File: src/design/pa3_pkg.sv
`default_nettype none

package pa3_pkg;

  // field widths
  localparam int unsigned COORD_W   = 16;
  localparam int unsigned SUM_W     = 44;
  localparam int unsigned AREA_W    = 51;
  localparam int unsigned STATUS_W  = 2;
  localparam int unsigned CFG_IDX_W = 2;

  // configuration register indexes
  localparam logic [CFG_IDX_W-1:0] REG_NORMAL_X = 2'd0;
  localparam logic [CFG_IDX_W-1:0] REG_NORMAL_Y = 2'd1;
  localparam logic [CFG_IDX_W-1:0] REG_NORMAL_Z = 2'd2;

  // result status codes
  localparam logic [STATUS_W-1:0] STATUS_OK          = 2'd0;
  localparam logic [STATUS_W-1:0] STATUS_DEGEN       = 2'd1;
  localparam logic [STATUS_W-1:0] STATUS_ZERO_NORMAL = 2'd2;

  typedef logic signed [COORD_W-1:0] coord_t;

  // x in the lowest bits, as on the input beat
  typedef struct packed {
    coord_t z;
    coord_t y;
    coord_t x;
  } vtx_t;

  // axis that is dropped by the projection
  typedef enum logic [1:0] {
    AXIS_X,
    AXIS_Y,
    AXIS_Z
  } axis_e;

  // commands to the shoelace accumulator
  typedef enum logic [2:0] {
    SL_NOP,
    SL_VERTEX,
    SL_WRAP_A,
    SL_WRAP_B,
    SL_CLEAR
  } sl_cmd_e;

  // magnitude of a signed coordinate; the most negative value maps to 2^15
  function automatic logic [COORD_W-1:0] abs_coord(coord_t v);
    return v[COORD_W-1] ? COORD_W'(~v + 1'b1) : COORD_W'(v);
  endfunction

  // largest normal component; ties go to z, or to y when only x and y tie
  function automatic axis_e drop_axis(coord_t nx, coord_t ny, coord_t nz);
    logic [COORD_W-1:0] ax;
    logic [COORD_W-1:0] ay;
    logic [COORD_W-1:0] az;
    axis_e              res;
    ax  = abs_coord(nx);
    ay  = abs_coord(ny);
    az  = abs_coord(nz);
    res = AXIS_Z;
    if (ax > ay) begin
      if (ax > az) res = AXIS_X;
    end else if (ay > az) begin
      res = AXIS_Y;
    end
    return res;
  endfunction

endpackage

`default_nettype wire

File: src/design/pa3_shoelace.sv
`default_nettype none

module pa3_shoelace #(
  parameter int unsigned MAX_VERTICES = 256
) (
  input  wire                          clk_i,
  input  wire                          rst_ni,
  input  pa3_pkg::sl_cmd_e             cmd_i,
  input  pa3_pkg::vtx_t                vert_i,
  input  pa3_pkg::coord_t              normal_x_i,
  input  pa3_pkg::coord_t              normal_y_i,
  input  pa3_pkg::coord_t              normal_z_i,
  output logic [pa3_pkg::SUM_W-1:0]    sum_o,
  output logic                         has_two_o
);

  localparam int unsigned CNT_W = $clog2(MAX_VERTICES + 1);
  localparam int unsigned CW    = pa3_pkg::COORD_W;

  pa3_pkg::vtx_t first_q, second_q, prev_q, pprev_q;
  logic [CNT_W-1:0]             cnt_q;
  logic [pa3_pkg::SUM_W-1:0]    sum_q, sum_d;

  pa3_pkg::vtx_t   before_v, mid_v, next_v;
  pa3_pkg::axis_e  axis;
  pa3_pkg::coord_t a, b0, b2;
  logic signed [CW:0]   diff;
  logic signed [2*CW:0] prod;

  // operand choice: running term, or the two closing terms of the ring
  always_comb begin
    unique case (cmd_i)
      pa3_pkg::SL_WRAP_A: begin
        before_v = pprev_q;
        mid_v    = prev_q;
        next_v   = first_q;
      end
      pa3_pkg::SL_WRAP_B: begin
        before_v = prev_q;
        mid_v    = first_q;
        next_v   = second_q;
      end
      default: begin
        before_v = pprev_q;
        mid_v    = prev_q;
        next_v   = vert_i;
      end
    endcase
  end

  // projection onto the plane of the two kept axes
  always_comb begin
    axis = pa3_pkg::drop_axis(normal_x_i, normal_y_i, normal_z_i);
    unique case (axis)
      pa3_pkg::AXIS_X: begin
        a  = mid_v.y;
        b0 = before_v.z;
        b2 = next_v.z;
      end
      pa3_pkg::AXIS_Y: begin
        a  = mid_v.z;
        b0 = before_v.x;
        b2 = next_v.x;
      end
      default: begin
        a  = mid_v.x;
        b0 = before_v.y;
        b2 = next_v.y;
      end
    endcase
  end

  // one multiply-accumulate a * (b_next - b_before), wrapping sum
  always_comb begin
    diff  = {b2[CW-1], b2} - {b0[CW-1], b0};
    prod  = a * diff;
    sum_d = sum_q + pa3_pkg::SUM_W'(prod);
  end

  // vertex count and running sum
  always_ff @(posedge clk_i or negedge rst_ni) begin
    if (!rst_ni) begin
      cnt_q <= '0;
      sum_q <= '0;
    end else begin
      unique case (cmd_i)
        pa3_pkg::SL_VERTEX: begin
          if (has_two_o) sum_q <= sum_d;
          if (cnt_q != CNT_W'(MAX_VERTICES)) cnt_q <= cnt_q + 1'b1;
        end
        pa3_pkg::SL_WRAP_A, pa3_pkg::SL_WRAP_B: begin
          sum_q <= sum_d;
        end
        pa3_pkg::SL_CLEAR: begin
          cnt_q <= '0;
          sum_q <= '0;
        end
        default: ;
      endcase
    end
  end

  // kept vertices: first two and last two
  always_ff @(posedge clk_i or negedge rst_ni) begin
    if (!rst_ni) begin
      first_q  <= '0;
      second_q <= '0;
      prev_q   <= '0;
      pprev_q  <= '0;
    end else if (cmd_i == pa3_pkg::SL_VERTEX) begin
      if (cnt_q == '0) begin
        first_q <= vert_i;
      end else if (cnt_q == CNT_W'(1)) begin
        second_q <= vert_i;
        pprev_q  <= prev_q;
      end else begin
        pprev_q  <= prev_q;
      end
      prev_q <= vert_i;
    end
  end

  assign sum_o     = sum_q;
  assign has_two_o = (cnt_q != '0) && (cnt_q != CNT_W'(1));

endmodule

`default_nettype wire

File: src/design/pa3_isqrt.sv
`default_nettype none

module pa3_isqrt (
  input  wire         clk_i,
  input  wire         rst_ni,
  input  wire         start_i,
  input  wire  [31:0] rad_i,
  output logic        done_o,
  output logic [31:0] root_o
);

  // root of rad_i * 2^32, two radicand bits per step
  localparam int unsigned RAD_W  = 32;
  localparam int unsigned ROOT_W = 32;
  localparam int unsigned REM_W  = ROOT_W + 2;
  localparam int unsigned STEPS  = ROOT_W;
  localparam int unsigned CNT_W  = $clog2(STEPS);

  logic              busy_q, done_q;
  logic [CNT_W-1:0]  cnt_q;
  logic [RAD_W-1:0]  rad_q;
  logic [REM_W-1:0]  rem_q, rem_d;
  logic [ROOT_W-1:0] root_q, root_d;
  logic [REM_W+1:0]  rem_sh, trial;
  logic              fits;

  // one restoring step
  always_comb begin
    rem_sh = {rem_q, rad_q[RAD_W-1 -: 2]};
    trial  = {2'b00, root_q, 2'b01};
    fits   = (rem_sh >= trial);
    rem_d  = fits ? REM_W'(rem_sh - trial) : REM_W'(rem_sh);
    root_d = {root_q[ROOT_W-2:0], fits};
  end

  always_ff @(posedge clk_i or negedge rst_ni) begin
    if (!rst_ni) begin
      busy_q <= 1'b0;
      done_q <= 1'b0;
      cnt_q  <= '0;
      rad_q  <= '0;
      rem_q  <= '0;
      root_q <= '0;
    end else begin
      done_q <= 1'b0;
      if (start_i) begin
        busy_q <= 1'b1;
        cnt_q  <= '0;
        rad_q  <= rad_i;
        rem_q  <= '0;
        root_q <= '0;
      end else if (busy_q) begin
        rem_q  <= rem_d;
        root_q <= root_d;
        rad_q  <= {rad_q[RAD_W-3:0], 2'b00};
        cnt_q  <= cnt_q + 1'b1;
        if (cnt_q == CNT_W'(STEPS - 1)) begin
          busy_q <= 1'b0;
          done_q <= 1'b1;
        end
      end
    end
  end

  assign done_o = done_q;
  assign root_o = root_q;

endmodule

`default_nettype wire

File: src/design/pa3_scale.sv
`default_nettype none

module pa3_scale (
  input  wire                           clk_i,
  input  wire                           rst_ni,
  input  wire                           start_i,
  input  wire  [pa3_pkg::SUM_W-1:0]     sum_i,
  input  pa3_pkg::coord_t               normal_x_i,
  input  pa3_pkg::coord_t               normal_y_i,
  input  pa3_pkg::coord_t               normal_z_i,
  input  pa3_pkg::coord_t               na_i,
  output logic                          done_o,
  output logic [pa3_pkg::AREA_W-1:0]    area_o
);

  localparam int unsigned CW        = pa3_pkg::COORD_W;
  localparam int unsigned SUM_W     = pa3_pkg::SUM_W;
  localparam int unsigned AREA_W    = pa3_pkg::AREA_W;
  localparam int unsigned MUL_A_W   = SUM_W / 2;
  localparam int unsigned MUL_B_W   = 32;
  localparam int unsigned MUL_P_W   = MUL_A_W + MUL_B_W;
  localparam int unsigned PROD_W    = SUM_W + MUL_B_W;
  localparam int unsigned DEN_SHIFT = 9;
  localparam int unsigned DEN_W     = CW + DEN_SHIFT;
  localparam int unsigned Q_W       = AREA_W + 1;
  localparam int unsigned DIV_STEPS = PROD_W;
  localparam int unsigned CNT_W     = $clog2(DIV_STEPS);
  localparam logic [Q_W-1:0] POS_MAX = Q_W'(1) << (AREA_W - 1);

  typedef enum logic [2:0] {
    SC_IDLE,
    SC_SQUARE,
    SC_ROOT,
    SC_MULT,
    SC_DIV
  } sc_state_e;

  sc_state_e            state_q;
  logic [CNT_W-1:0]     cnt_q;
  logic [SUM_W-1:0]     mag_q;
  logic                 neg_q;
  logic [DEN_W-1:0]     den_q;
  logic [31:0]          n2_q;
  logic [MUL_B_W-1:0]   len_q;
  logic [PROD_W-1:0]    prod_q;
  logic [DEN_W-1:0]     rem_q, rem_d;
  logic [Q_W-1:0]       quo_q;
  logic                 done_q, sqrt_go_q;

  logic [CW-1:0]        sq_sel;
  logic [MUL_A_W-1:0]   mul_a;
  logic [MUL_B_W-1:0]   mul_b;
  logic [MUL_P_W-1:0]   mul_p;
  logic [DEN_W:0]       rem_sh;
  logic                 q_bit;
  logic                 sqrt_done;
  logic [31:0]          sqrt_root;
  logic [Q_W-1:0]       q_sat;

  // shared multiplier: squares of the normal, then |S| * L in two halves
  always_comb begin
    unique case (cnt_q[1:0])
      2'd0:    sq_sel = pa3_pkg::abs_coord(normal_x_i);
      2'd1:    sq_sel = pa3_pkg::abs_coord(normal_y_i);
      default: sq_sel = pa3_pkg::abs_coord(normal_z_i);
    endcase
    if (state_q == SC_SQUARE) begin
      mul_a = MUL_A_W'(sq_sel);
      mul_b = MUL_B_W'(sq_sel);
    end else begin
      mul_a = cnt_q[0] ? mag_q[SUM_W-1 -: MUL_A_W] : mag_q[MUL_A_W-1:0];
      mul_b = len_q;
    end
    mul_p = mul_a * mul_b;
  end

  // restoring division step, one quotient bit a cycle
  always_comb begin
    rem_sh = {rem_q, prod_q[PROD_W-1]};
    q_bit  = (rem_sh >= {1'b0, den_q});
    rem_d  = q_bit ? DEN_W'(rem_sh - {1'b0, den_q}) : DEN_W'(rem_sh);
  end

  pa3_isqrt u_isqrt (
    .clk_i  (clk_i),
    .rst_ni (rst_ni),
    .start_i(sqrt_go_q),
    .rad_i  (n2_q),
    .done_o (sqrt_done),
    .root_o (sqrt_root)
  );

  // sequencer
  always_ff @(posedge clk_i or negedge rst_ni) begin
    if (!rst_ni) begin
      state_q   <= SC_IDLE;
      cnt_q     <= '0;
      done_q    <= 1'b0;
      sqrt_go_q <= 1'b0;
      mag_q     <= '0;
      neg_q     <= 1'b0;
      den_q     <= '0;
      n2_q      <= '0;
      len_q     <= '0;
      prod_q    <= '0;
      rem_q     <= '0;
      quo_q     <= '0;
    end else begin
      done_q    <= 1'b0;
      sqrt_go_q <= 1'b0;
      unique case (state_q)
        SC_IDLE: begin
          if (start_i) begin
            mag_q   <= sum_i[SUM_W-1] ? (~sum_i + 1'b1) : sum_i;
            neg_q   <= sum_i[SUM_W-1] ^ na_i[CW-1];
            den_q   <= {pa3_pkg::abs_coord(na_i), DEN_SHIFT'(0)};
            n2_q    <= '0;
            cnt_q   <= '0;
            state_q <= SC_SQUARE;
          end
        end
        SC_SQUARE: begin
          n2_q <= n2_q + mul_p[31:0];
          if (cnt_q == CNT_W'(2)) begin
            cnt_q     <= '0;
            sqrt_go_q <= 1'b1;
            state_q   <= SC_ROOT;
          end else begin
            cnt_q <= cnt_q + 1'b1;
          end
        end
        SC_ROOT: begin
          if (sqrt_done) begin
            len_q   <= sqrt_root;
            cnt_q   <= '0;
            state_q <= SC_MULT;
          end
        end
        SC_MULT: begin
          if (cnt_q == '0) begin
            prod_q <= PROD_W'(mul_p);
            cnt_q  <= CNT_W'(1);
          end else begin
            prod_q  <= prod_q + {mul_p, MUL_A_W'(0)};
            cnt_q   <= '0;
            rem_q   <= '0;
            quo_q   <= '0;
            state_q <= SC_DIV;
          end
        end
        SC_DIV: begin
          rem_q  <= rem_d;
          prod_q <= {prod_q[PROD_W-2:0], 1'b0};
          quo_q  <= {quo_q[Q_W-2:0], q_bit};
          if (cnt_q == CNT_W'(DIV_STEPS - 1)) begin
            cnt_q   <= '0;
            done_q  <= 1'b1;
            state_q <= SC_IDLE;
          end else begin
            cnt_q <= cnt_q + 1'b1;
          end
        end
        default: state_q <= SC_IDLE;
      endcase
    end
  end

  // sign and saturation, quotient truncated toward zero
  always_comb begin
    if (neg_q) begin
      q_sat  = (quo_q > POS_MAX) ? POS_MAX : quo_q;
      area_o = AREA_W'(~q_sat + 1'b1);
    end else begin
      q_sat  = (quo_q > POS_MAX - 1'b1) ? (POS_MAX - 1'b1) : quo_q;
      area_o = AREA_W'(q_sat);
    end
  end

  assign done_o = done_q;

`ifndef SYNTHESIS
  // a finished division hands the unit back idle
  assert property (@(posedge clk_i) disable iff (!rst_ni) done_q |-> state_q == SC_IDLE)
    else $error("scale unit not idle after finishing");

  // a new job arrives only while the unit is free
  assert property (@(posedge clk_i) disable iff (!rst_ni) start_i |-> state_q == SC_IDLE)
    else $error("scale unit started while busy");

  // the root only comes back while the sequencer waits for it
  assert property (@(posedge clk_i) disable iff (!rst_ni) sqrt_done |-> state_q == SC_ROOT)
    else $error("square root finished outside the root state");
`endif

endmodule

`default_nettype wire

File: src/design/polygon_area_3d_unit.sv
`default_nettype none

// Area of a planar polygon in 3D. The polygon normal is to be written through
// the configuration port (normal_x, normal_y, normal_z at indexes 0, 1, 2)
// only while the unit is idle; the unit does not enforce this. Vertices then
// arrive one beat each with tlast on the final vertex, and that vertex yields
// one result beat: the area in signed Q8 (truncated toward zero, saturated)
// and a status (0 ok, 1 fewer than three vertices, 2 zero normal). A beat is
// taken in the idle state; the shared multiply-accumulate adds its shoelace
// term in the vertex state. A scaled result needs two closing terms, three
// squaring passes through the scaling multiplier, a 32-step square root, two
// partial products and a 76-step restoring divider, one bit each cycle. The
// unit takes no vertex during that time, but a finished result waits in its
// own output register, so the next polygon may start before it is taken.
module polygon_area_3d_unit #(
  parameter int unsigned MAX_VERTICES = 256
) (
  input  wire         clk_i,
  input  wire         rst_ni,
  // configuration writes
  input  wire         cfg_we_i,
  input  wire  [1:0]  cfg_idx_i,
  input  wire  [15:0] cfg_wdata_i,
  // vertex beats
  input  wire         s_axis_tvalid,
  output logic        s_axis_tready,
  input  wire  [47:0] s_axis_tdata,   // vert_x, vert_y, vert_z
  input  wire         s_axis_tlast,   // last_vertex
  // result beats
  output logic        m_axis_tvalid,
  input  wire         m_axis_tready,
  output logic [55:0] m_axis_tdata,   // area_q8, zero fill
  output logic [1:0]  m_axis_tuser    // status
);

  localparam int unsigned AREA_W      = pa3_pkg::AREA_W;
  localparam int unsigned OUT_TDATA_W = ((AREA_W + 7) / 8) * 8;

  typedef enum logic [2:0] {
    ST_IDLE,
    ST_VERT,
    ST_WRAP_A,
    ST_WRAP_B,
    ST_FIN,
    ST_SCALE,
    ST_OUT
  } state_e;

  state_e                        state_q;
  pa3_pkg::coord_t               nx_q, ny_q, nz_q;
  pa3_pkg::vtx_t                 vin_q;
  logic                          last_q, degen_q;
  logic [AREA_W-1:0]             res_area_q, m_area_q;
  logic [pa3_pkg::STATUS_W-1:0]  res_status_q, m_status_q;
  logic                          m_valid_q;

  pa3_pkg::sl_cmd_e              sl_cmd;
  logic [pa3_pkg::SUM_W-1:0]     sl_sum;
  logic                          sl_has_two;
  pa3_pkg::axis_e                axis;
  pa3_pkg::coord_t               na;
  logic                          scale_start, scale_done;
  logic [AREA_W-1:0]             scale_area;

  // normal component of the dropped axis
  always_comb begin
    axis = pa3_pkg::drop_axis(nx_q, ny_q, nz_q);
    unique case (axis)
      pa3_pkg::AXIS_X: na = nx_q;
      pa3_pkg::AXIS_Y: na = ny_q;
      default:         na = nz_q;
    endcase
  end

  // accumulator commands follow the sequencer state
  always_comb begin
    unique case (state_q)
      ST_VERT:   sl_cmd = pa3_pkg::SL_VERTEX;
      ST_WRAP_A: sl_cmd = pa3_pkg::SL_WRAP_A;
      ST_WRAP_B: sl_cmd = pa3_pkg::SL_WRAP_B;
      ST_FIN:    sl_cmd = pa3_pkg::SL_CLEAR;
      default:   sl_cmd = pa3_pkg::SL_NOP;
    endcase
  end

  // scaling reads the closed sum on the same edge as the clear
  assign scale_start = (state_q == ST_FIN) && !degen_q && (na != '0);

  pa3_shoelace #(
    .MAX_VERTICES(MAX_VERTICES)
  ) u_shoelace (
    .clk_i     (clk_i),
    .rst_ni    (rst_ni),
    .cmd_i     (sl_cmd),
    .vert_i    (vin_q),
    .normal_x_i(nx_q),
    .normal_y_i(ny_q),
    .normal_z_i(nz_q),
    .sum_o     (sl_sum),
    .has_two_o (sl_has_two)
  );

  pa3_scale u_scale (
    .clk_i     (clk_i),
    .rst_ni    (rst_ni),
    .start_i   (scale_start),
    .sum_i     (sl_sum),
    .normal_x_i(nx_q),
    .normal_y_i(ny_q),
    .normal_z_i(nz_q),
    .na_i      (na),
    .done_o    (scale_done),
    .area_o    (scale_area)
  );

  // sequencer, configuration and output register
  always_ff @(posedge clk_i or negedge rst_ni) begin
    if (!rst_ni) begin
      state_q      <= ST_IDLE;
      nx_q         <= '0;
      ny_q         <= '0;
      nz_q         <= pa3_pkg::coord_t'(1);
      vin_q        <= '0;
      last_q       <= 1'b0;
      degen_q      <= 1'b0;
      res_area_q   <= '0;
      res_status_q <= pa3_pkg::STATUS_OK;
      m_valid_q    <= 1'b0;
      m_area_q     <= '0;
      m_status_q   <= pa3_pkg::STATUS_OK;
    end else begin
      if (cfg_we_i) begin
        unique case (cfg_idx_i)
          pa3_pkg::REG_NORMAL_X: nx_q <= cfg_wdata_i;
          pa3_pkg::REG_NORMAL_Y: ny_q <= cfg_wdata_i;
          pa3_pkg::REG_NORMAL_Z: nz_q <= cfg_wdata_i;
          default: ;
        endcase
      end

      // a taken beat empties the output register unless a new one loads
      if (m_valid_q && m_axis_tready && (state_q != ST_OUT)) m_valid_q <= 1'b0;

      unique case (state_q)
        ST_IDLE: begin
          if (s_axis_tvalid) begin
            vin_q   <= s_axis_tdata;
            last_q  <= s_axis_tlast;
            state_q <= ST_VERT;
          end
        end
        ST_VERT: begin
          if (last_q) begin
            degen_q <= !sl_has_two;
            state_q <= sl_has_two ? ST_WRAP_A : ST_FIN;
          end else begin
            state_q <= ST_IDLE;
          end
        end
        ST_WRAP_A: state_q <= ST_WRAP_B;
        ST_WRAP_B: state_q <= ST_FIN;
        ST_FIN: begin
          if (degen_q) begin
            res_area_q   <= '0;
            res_status_q <= pa3_pkg::STATUS_DEGEN;
            state_q      <= ST_OUT;
          end else if (na == '0) begin
            res_area_q   <= '0;
            res_status_q <= pa3_pkg::STATUS_ZERO_NORMAL;
            state_q      <= ST_OUT;
          end else begin
            state_q <= ST_SCALE;
          end
        end
        ST_SCALE: begin
          if (scale_done) begin
            res_area_q   <= scale_area;
            res_status_q <= pa3_pkg::STATUS_OK;
            state_q      <= ST_OUT;
          end
        end
        ST_OUT: begin
          if (!m_valid_q || m_axis_tready) begin
            m_valid_q  <= 1'b1;
            m_area_q   <= res_area_q;
            m_status_q <= res_status_q;
            state_q    <= ST_IDLE;
          end
        end
        default: state_q <= ST_IDLE;
      endcase
    end
  end

  assign s_axis_tready = (state_q == ST_IDLE);
  assign m_axis_tvalid = m_valid_q;
  assign m_axis_tdata  = OUT_TDATA_W'(m_area_q);
  assign m_axis_tuser  = m_status_q;

`ifndef SYNTHESIS
  // the scaling unit only finishes while the sequencer waits for it
  assert property (@(posedge clk_i) disable iff (!rst_ni)
                   scale_done |-> state_q == ST_SCALE)
    else $error("scale result with no polygon waiting");

  // closing a polygon leaves the accumulator empty for the next one
  assert property (@(posedge clk_i) disable iff (!rst_ni)
                   (state_q == ST_FIN) |=> !sl_has_two)
    else $error("polygon state not cleared after a result");

  // a result beat appears only from the output state
  assert property (@(posedge clk_i) disable iff (!rst_ni)
                   $rose(m_axis_tvalid) |-> $past(state_q == ST_OUT))
    else $error("result beat raised outside the output state");
`endif

endmodule

`default_nettype wire

File: config.mk
export PLATFORM = sky130hd
export DESIGN_NAME = polygon_area_3d_unit
export DESIGN_NICKNAME = d
export VERILOG_FILES = /design/src/design/pa3_pkg.sv /design/src/design/pa3_shoelace.sv /design/src/design/pa3_isqrt.sv /design/src/design/pa3_scale.sv /design/src/design/polygon_area_3d_unit.sv
export SDC_FILE = /design/constraint.sdc
export NUM_CORES = 2
export LEC_CHECK = 0
export BUFFER_PORTS_ARGS = -buffer_cell sky130_fd_sc_hd__buf_4
export CAP_MARGIN = 20
export CELL_PAD_IN_SITES_DETAIL_PLACEMENT = 0
export CELL_PAD_IN_SITES_GLOBAL_PLACEMENT = 2
export CORE_MARGIN = 3
export CORE_UTILIZATION = 42
export CTS_CLUSTER_SIZE = 10
export DETAILED_ROUTE_END_ITERATION = 7
export GPL_TIMING_DRIVEN = 0
export PLACE_DENSITY_LB_ADDON = 0.1
export SETUP_SLACK_MARGIN = 0.02
export SYNTH_ARGS = -nofsm -noshare
export SYNTH_HDL_FRONTEND = slang
export SYNTH_SLANG_ARGS = --single-unit
File: constraint.sdc
create_clock -name clk_i -period 20.8 [get_ports clk_i]
set_input_delay 2.08 -clock clk_i [delete_from_list [all_inputs] [get_ports clk_i]]
set_output_delay 2.08 -clock clk_i [all_outputs]
set_load 0.05 [all_outputs]
==> flow_summary_export.csv <==
group,metric,value,unit
timing,maxSlewHeadroom,16.64,%
detailed_routing,ant_nets,0,
detailed_routing,wl_per_cell,24.48,um
yosys,ys_ff_latch,848,
yosys,yosys.area.top_type_share,25.47,%
yosys,synthTopCellsByCount,"nand2_1, inv_1, fa_1, dfrtp_1, nor2_1",
clock_tree,clk_pin_slew_worst_paths,0.06,ns
yosys,yosysMostFrequentCell,"nand2_1",
setup_path,critPathMaxFanout,10,
outcome,outcome,"complete, no violations",
worst_hold_path,hp-class,"reg2reg",
yosys,synth_top_cell_by_area,"dfrtp_1",
clock_tree,cts_buffers,106,
die,num_rows,162,
timing,finalClockSkew,0.08311,ns
setup_path,critPathKind,"reg2reg",
die,initial_core_util,42.46,%
yosys,syn_area,0.08323,mm^2
cells_and_area,fillers,19300,
cells_and_area,final_cell_area,0.09138,mm^2
detailed_routing,drc_errors,0,
timing,tightest_slew,1.250,ns
cells_and_area,drive_above_1_share,8.230,%
global_route,track_usage,29.13,%
die,dieHeight,451.2,um
die,die_w,451.2,um
timing,hold_violations,0,
global_route,overflow,0,
setup_path,cp.required,21.38,ns
yosys,yosys_most_used_dff,"dfrtp_1",
setup_path,crit_path_start_kind,"flip-flop",
timing,rsz0062_at_grt,"false",
cells_and_area,layout.nets,10850,
setup_path,max_stage_delay,0.80,ns
clock_tree,root_buffer,"clkbuf_16",
setup_path,crit_top_cell,"o21ai_0",
detailed_routing,viasPerCell,5.647,
global_route,grt_max_degree,116,
clock_tree,cts.sinks,848,
timing,fmax,0.05310,GHz
clock_tree,insertion_delay,0.80,ns
yosys,synth-seq-area-share,25.50,%
timing,min_period,18.83,ns
job,maxCapViolCount,0,
global_route,grt_pass1_vias,70520,
clock_tree,cts_tree,"built",
die,dieArea,0.2035,mm^2
clock_tree,clockBufferDepth,3,
yosys,yosysWarnings,0,
timing,setup-tns-final,0,ns
placed_design,dpl.hpwl,238500,um
placed_design,placed_area,0.08793,mm^2
die,coreArea,0.1960,mm^2
yosys,ys_async_sr_fraction,100.0,%
die,boundaryPins,132,
detailed_routing,drt_iter0_markers,5221,
yosys,syn_area_per_cell,9.119,um^2
yosys,synth_area_leaders,"dfrtp_1, fa_1, ha_1, nand2_1, mux2_2",
placed_design,port_buffers,126,
setup_path,slowest_stage,"clkdlybuf4s15_1",
yosys,netlist-cell-type-count,96,
global_route,grt_pass1_wl,451000,um
timing,finalSetupViolCount,0,
detailed_routing,first_pass_iters,7,
cells_and_area,final_util,46.62,%
detailed_routing,totalWireLength,295800,um
clock_tree,htreeDepth,3,
cells_and_area,area_growth,9.800,%
yosys,synth-edff-count,0,
placed_design,place.gp.congestion,0.9752,
setup_path,end_kind,"flip-flop",
timing,fin_crit_sh,90.54,%
yosys,netlist_instances,9127,
setup_path,ff2ff_setup_slack,1.97,ns
detailed_routing,vias,68230,
timing,report.final.slew_viol_count,0,
global_route,grt_antenna_before_repair,7,
setup_path,worstPathArrival,19.41,ns
[critical path: cells and delay by family, from the launching register on]
family	cells	cell delay (ns)
AOI/OAI and AO/OA	28	6.44
xor gates and xnor gates	3	0.50
adders and majority gates	12	4.82
and+or+nand+nor	13	3.18
DFF	1	0.49
buffers and inverters	10	3.17
[sequential cells by signal, summed over array words and instances, names as in the netlist, 25 cells and up]
name and cells:
u_scale.u_isqrt.rem_q 34, res_area_q 51, vin_q 48, u_shoelace.second_q 48
m_area_q 51, u_scale.u_isqrt.rad_q 32, u_scale.n2_q 32, u_shoelace.pprev_q 48
u_scale.quo_q 52, u_scale.u_isqrt.root_o 32, u_scale.prod_q 76, u_scale.len_q 32
u_shoelace.sum_o 44, u_shoelace.prev_q 48, u_scale.rem_q 25, u_scale.mag_q 44
u_shoelace.first_q 48
[final timing paths]
| check | start | end | cells after the start |
|---|---|---|---|
| worst min-delay path | res_area_q[6] | m_area_q[6] | 1 |
| worst max register to register | ny_q[0] | u_shoelace.sum_o[36] | 66 |
| min in group asynchronous | rst_ni | m_area_q[25] | 1 |
| max in group asynchronous | rst_ni | u_shoelace.sum_o[39] | 5 |
| worst min register to register | res_area_q[6] | m_area_q[6] | 1 |
| worst max-delay path | ny_q[0] | u_shoelace.sum_o[36] | 66 |
[area by class of cell]
type	instances	area, um^2	area share, %
antenna	5	12.51	0.01369
buffer	477	1854	2.029
clock buffer	140	2960	3.239
clock inverter	24	435.4	0.4765
inverter	1073	4028	4.407
multi-input combinational	6733	56190	61.49
sequential	848	21220	23.22
tap	2624	3283	3.593
timing repair buffer	158	1399	1.531
[repair_timing]
| item | CTS | global route |
|---|---|---|
| hold buffers | 0 | 0 |
| gates resized for setup | 0 | 5 |
| setup endpoints to repair | 0 | 5 |
| buffers inserted | 0 | 0 |
[layer usage]
layer,GRT usage (%),vias up,wire length (um)
met2,48.77,2039,141000
met1,38.25,34680,125100
met5,0,-,13
li1,-,31000,-
met4,11.35,2,13530
met3,3.881,507,16180
[through the flow]
step | hold slack, ns | instances | setup slack [ns]
finish | 0.4746 | 12080 | 1.968
global route | 0.4759 | 12080 | 0.2469
CTS | 0.4653 | 12080 | 1.665
detailed placement | 0.4684 | 11910 | 1.785
global placement | 0.4562 | 11880 | 1.321
floorplan | 0.4423 | 9131 | 5.621
[layout by cell type (no fill, tap or decap), types with 141 or more instances in the layout]
| cell type | n |
|---|---|
| ha_1 | 506 |
| nand3_1 | 255 |
| nor2_1 | 645 |
| mux2i_1 | 163 |
| clkbuf_1 | 421 |
| mux2_2 | 372 |
| nand2_1 | 1276 |
| inv_1 | 1072 |
| xor2_1 | 150 |
| o21ai_0 | 386 |
| buf_4 | 141 |
| fa_1 | 879 |
| a21o_1 | 148 |
| dfrtp_1 | 847 |
| xnor2_1 | 180 |
| a21oi_1 | 328 |
[cell families after synthesis]
| logic type | count (synthesis) | share of synthesized area (%) |
|---|---|---|
| xor gates and xnor gates | 332 | 3.503 |
| AOI/OAI and AO/OA | 1687 | 13.31 |
| muxes | 536 | 7.007 |
| buffers and inverters | 1550 | 7.058 |
| adders and majority gates | 1386 | 28.76 |
| DFF | 848 | 25.50 |
| other | 1 | 0.004506 |
| and+or+nand+nor | 2787 | 14.85 |
Power is left out: the tool's default activity adds up to more than one toggle a clock period on the data nets, which glitch-free logic cannot reach.
